`src/hdl/lsrc_pkg.sv`:
```
`default_nettype none
package lsrc_pkg;

  localparam int CW = 16;           // coordinate width
  localparam int NW = CW + 1;       // signed numerator / delta width
  localparam int MW = CW;           // delta magnitude width
  localparam int PW = 2 * CW;       // unsigned product width
  localparam int XW = NW + MW + 1;  // signed cross product width
  localparam int QD = 4;            // queue depth
  localparam int QAW = $clog2(QD);

  typedef logic signed [CW-1:0] coord_t;
  typedef logic signed [NW-1:0] num_t;
  typedef logic [MW-1:0] mag_t;
  typedef logic [PW-1:0] prod_t;
  typedef logic signed [XW-1:0] xprod_t;

  typedef enum logic [1:0] {
    REG_X_MIN = 2'd0,
    REG_Y_MIN = 2'd1,
    REG_X_MAX = 2'd2,
    REG_Y_MAX = 2'd3
  } reg_idx_t;

  localparam coord_t X_MIN_RST = coord_t'(0);
  localparam coord_t Y_MIN_RST = coord_t'(0);
  localparam coord_t X_MAX_RST = coord_t'(1023);
  localparam coord_t Y_MAX_RST = coord_t'(767);

  typedef struct packed {
    coord_t x_min;
    coord_t y_min;
    coord_t x_max;
    coord_t y_max;
  } win_t;

  // per-segment data that rides along with the parametric math
  typedef struct packed {
    logic   spec;
    logic   spec_vis;
    coord_t spec_x1;
    coord_t spec_y1;
    coord_t spec_x2;
    coord_t spec_y2;
    coord_t sx;
    coord_t sy;
    logic   neg_x;
    logic   neg_y;
  } side_t;

  // lanes: 0 start x, 1 start y, 2 end x, 3 end y
  typedef struct packed {
    side_t             side;
    logic              par_vis;
    mag_t              te_d;
    mag_t              tl_d;
    logic [3:0][PW-1:0] prod;
  } job_t;

endpackage
`default_nettype wire

```
`src/hdl/lsrc_queue.sv`:
```
`default_nettype none
module lsrc_queue (
  input  wire logic           clk,
  input  wire logic           rst,
  input  wire logic           push,
  input  wire lsrc_pkg::job_t wr_job,
  output logic                full,
  input  wire logic           pop,
  output lsrc_pkg::job_t      rd_job,
  output logic                empty
);

  lsrc_pkg::job_t mem [lsrc_pkg::QD];
  logic [lsrc_pkg::QAW-1:0] head, tail;
  logic [lsrc_pkg::QAW:0] count;

  assign full   = count == (lsrc_pkg::QAW+1)'(lsrc_pkg::QD);
  assign empty  = count == '0;
  assign rd_job = mem[head];

  always_ff @(posedge clk) begin
    if (rst) begin
      head  <= '0;
      tail  <= '0;
      count <= '0;
    end else begin
      if (push) begin
        tail <= tail + 1'b1;
      end
      if (pop) begin
        head <= head + 1'b1;
      end
      if (push && !pop) begin
        count <= count + 1'b1;
      end else if (pop && !push) begin
        count <= count - 1'b1;
      end
    end
    if (push) begin
      mem[tail] <= wr_job;
    end
  end

endmodule
`default_nettype wire

```
`config.mk`:
```
export PLATFORM = sky130hd
export DESIGN_NAME = lsrc_queue
export DESIGN_NICKNAME = d
export VERILOG_FILES = /design/src/hdl/lsrc_pkg.sv /design/src/hdl/lsrc_queue.sv
export SDC_FILE = /design/constraint.sdc
export NUM_CORES = 1
export LEC_CHECK = 0
export ABC_AREA = 1
export BUFFER_PORTS_ARGS = -buffer_cell sky130_fd_sc_hd__clkbuf_2
export CELL_PAD_IN_SITES_DETAIL_PLACEMENT = 0
export CELL_PAD_IN_SITES_GLOBAL_PLACEMENT = 1
export CORE_MARGIN = 2
export CORE_UTILIZATION = 51
export DETAILED_ROUTE_END_ITERATION = 6
export GPL_ROUTABILITY_DRIVEN = 0
export PLACE_DENSITY_LB_ADDON = 0.12
export SLEW_MARGIN = 40
export SYNTH_ARGS = -nofsm -noshare
export SYNTH_HDL_FRONTEND = slang
export SYNTH_SLANG_ARGS = --single-unit
```
`constraint.sdc`:
```
create_clock -name clk -period 11.7 [get_ports clk]
set_input_delay 1.755 -clock clk [delete_from_list [all_inputs] [get_ports clk]]
set_output_delay 1.755 -clock clk [all_outputs]
set_load 0.005 [all_outputs]
```
==> results.yml <==
status:
  status: "complete, no violations"
grt:
  grt_pass1_wl_um: 138000
  grt_overflow: 0
  grt_usage: 0.234
  grt_max_degree: 244
  antenna_found_initial: 31
  grt_pass1_vias: 22900
synthesis:
  synth_warnings: 0
  synth_top_area_frac: 0.808
  synth_common_cells: "1044 x edfxtp_1, 528 x nor2_1, 527 x o21ai_0"
  post_synth_num_cell_types: 20
  syn_area_um2: 38800
  ys.flop_type: "edfxtp_1"
  synth_area_leader_cell: "edfxtp_1"
  synth-compound-area-share: 0.110
  syn_nets: 2852
  yosys-top-cells-area: "edfxtp_1 81%, o21ai_0 6.8%, nor2_1 5.1%"
  synthMostInstantiatedCell: "edfxtp_1"
  synthMuxAreaShare: 0
  avgSynthCellArea_um2: 15.0
  synthAdderAreaFrac: 0.00213
  synth_edf_count: 1044
  synth_xor_area_frac: 0.000226
  ys_seq_area_frac: 0.813
  synthSimpleGateAreaFrac: 0.0525
  synth_top_family_by_area: "compound AO/OA/AOI/OAI gates"
  synth_cells: 2581
  async_flop_share: 0
  synth_seq_cells: 1053
worst_setup_path:
  crit_buf_inv: 4
  crit_fanout: 243
  arrival_ns: 3.79
  crit_path_start_kind: "register"
  worstSetupEndpointType: "primary output"
  critPathKind: "register to primary output"
  regToRegEndpoint: "mem[0][137]$_DFFE_PP_"
  cp.depth: 6
  crit_required_ns: 9.95
  cp_cell_sequence: "clkinv_16, buf_6, buf_4, o21ai_0, o22ai_1, clkbuf_2"
  worstReg2RegStart: "tail[0]$_SDFFE_PP0P_"
  critPathCapture: "rd_job[232]"
  r2r_slack_ns: 8.70
  path_delay_family: "buffers and inverters"
  crit_slowest_cell: "buf_4"
  slowest_delay_ns: 0.69
  r2r_cells: 6
timing:
  setup_viol: 0
  post-route-period-util: 0.474
  hold_viol: 0
  finalMaxSlewViolations: 0
  tns_ns: 0
  whs_ns: 0.449
  fin_crit_ns: 5.54
  relSlewSlack: 0.446
  worst_pin_slew_ns: 0.831
  fmax_ghz: 0.180
  rsz0062_at_grt: "false"
  skew_ns: 0.0130
power:
  power_density_nw_per_um2: 183
  irDropWorstVdd_v: 0.000129
  p_int_mw: 6.46
  power_frac_clock: 0.395
  seqPwrFrac: 0.522
  leakage_nw: 15.9
  pwr-share-comb: 0.083
  p_sw_frac: 0.227
  p_switching_mw: 1.89
floorplan:
  die_width_um: 280
  start_util: 0.513
  io_pins: 528
  fp.coreArea_um2: 75700
  num_rows: 101
  dieArea_um2: 78300
  die_h_um: 280
min_path:
  whs_path_depth: 1
  hold_path_class: "register to register"
route:
  drt-vias-per-instance: 5.67
  drtPass1Iterations: 5
  drt_iter0_markers: 1715
  route.detailed.drc: 0
  ant_nets: 0
  wl_per_cell_um: 22.7
  wirelength_um: 94300
  vias: 23600
clocking:
  cts_buffers: 105
  clockBufferDepth: 3
  post_cts_resized: 0
  cts.sink_count: 1053
  cts_tree: "done"
  clock_latency_ns: 0.67
  cts_max_level: 3
  clkSlewWorstSetupHoldPaths_ns: 0.06
  holdBufCountCts: 0
  ctsRootBufferMaster: "clkbuf_16"
  post_cts_buffers: 0
finish:
  syn_to_final_growth_pct: 17.7
  layout.nets: 3341
  fin_cells: 4158
  drive_gt1_frac: 0.224
  utilization: 0.604
place:
  io_buffers: 527
  dp_cells: 3940
  dp_hpwl_um: 53600
run:
  max_cap_viol_count: 0
power by group through the flow:
stage                     registers, mW  clock network, mW  logic [mW]
after global routing               4.37               3.50       0.764
after global placement             4.43                  0       0.684
after detailed placement           4.44                  0       0.702
after floorplan                    4.46                  0       0.342
final                              4.36               3.30       0.693
after CTS                          4.36               3.36       0.704
sequential cells by signal, indices dropped and copies added, names as in the netlist, named ones only:
register  flops
count         3
head          2
tail          2
mem        1044
through the flow:
step	setup slack [ns]	power [mW]	instance area [um2]
CTS	5.90	8.42	45600
floorplan	4.30	4.80	38800
global placement	6.48	5.12	42100
detailed placement	6.59	5.14	42200
global route	5.88	8.64	45700
finish	6.16	8.35	45700
cell type report:
| type | count | area (um2) |
|---|---|---|
| well taps | 978 | 1220 |
| diodes | 20 | 50.0 |
| clock buffers | 133 | 2780 |
| inverters | 17 | 133 |
| flip-flops and latches | 1053 | 31500 |
| clock inverters | 64 | 638 |
| fillers | 5706 | 30000 |
| multi-input cells | 1339 | 6410 |
| repair buffers | 554 | 2920 |
logic make-up (layout without fill, tap and decap cells):
group | Yosys count | count (layout)
and+or+nand+nor | 541 | 541
AOI/OAI and AO/OA | 791 | 791
xor gates and xnor gates | 1 | 1
buffers and inverters | 189 | 768
DFF | 1053 | 1053
adders and majority gates | 6 | 6
other | 0 | 20
layer usage:
metal	part of all wire	vias up	track usage
met5	0.0017	-	0
met4	0.034	24	0.0964
met2	0.49	681	0.381
met1	0.40	11900	0.295
met3	0.078	174	0.0701
li1	-	10800	-
layout by cell type (no fill, tap or decap), types with 16 or more instances in the layout:
cell | netlist | routed
o22ai_1 | 261 | 261
buf_6 | 4 | 16
diode_2 | 0 | 20
o21ai_0 | 527 | 527
clkbuf_1 | 104 | 26
clkinv_2 | 1 | 18
clkbuf_16 | 0 | 107
clkinv_1 | 0 | 24
nor2_1 | 528 | 528
edfxtp_1 | 1044 | 1044
clkbuf_2 | 0 | 527
worst reg2reg max path, cell delays in order, from the launching register on:
cell	delay [ns]
dfxtp_1	0.33
inv_1	0.12
ha_1	0.16
nand2_1	0.12
inv_8	0.52
buf_6	0.70
buf_6	0.57
worst min path at each step:
stage | from | endpoint | slack (ns)
floorplan | head[1]$_SDFFE_PP0P_ | register | 0.41
global placement | head[1]$_SDFFE_PP0P_ | register | 0.42
detailed placement | head[1]$_SDFFE_PP0P_ | register | 0.44
CTS | head[1]$_SDFFE_PP0P_ | register | 0.46
global route | head[1]$_SDFFE_PP0P_ | register | 0.48
finish | head[1]$_SDFFE_PP0P_ | register | 0.45
(Power assumes the default switching activity.)
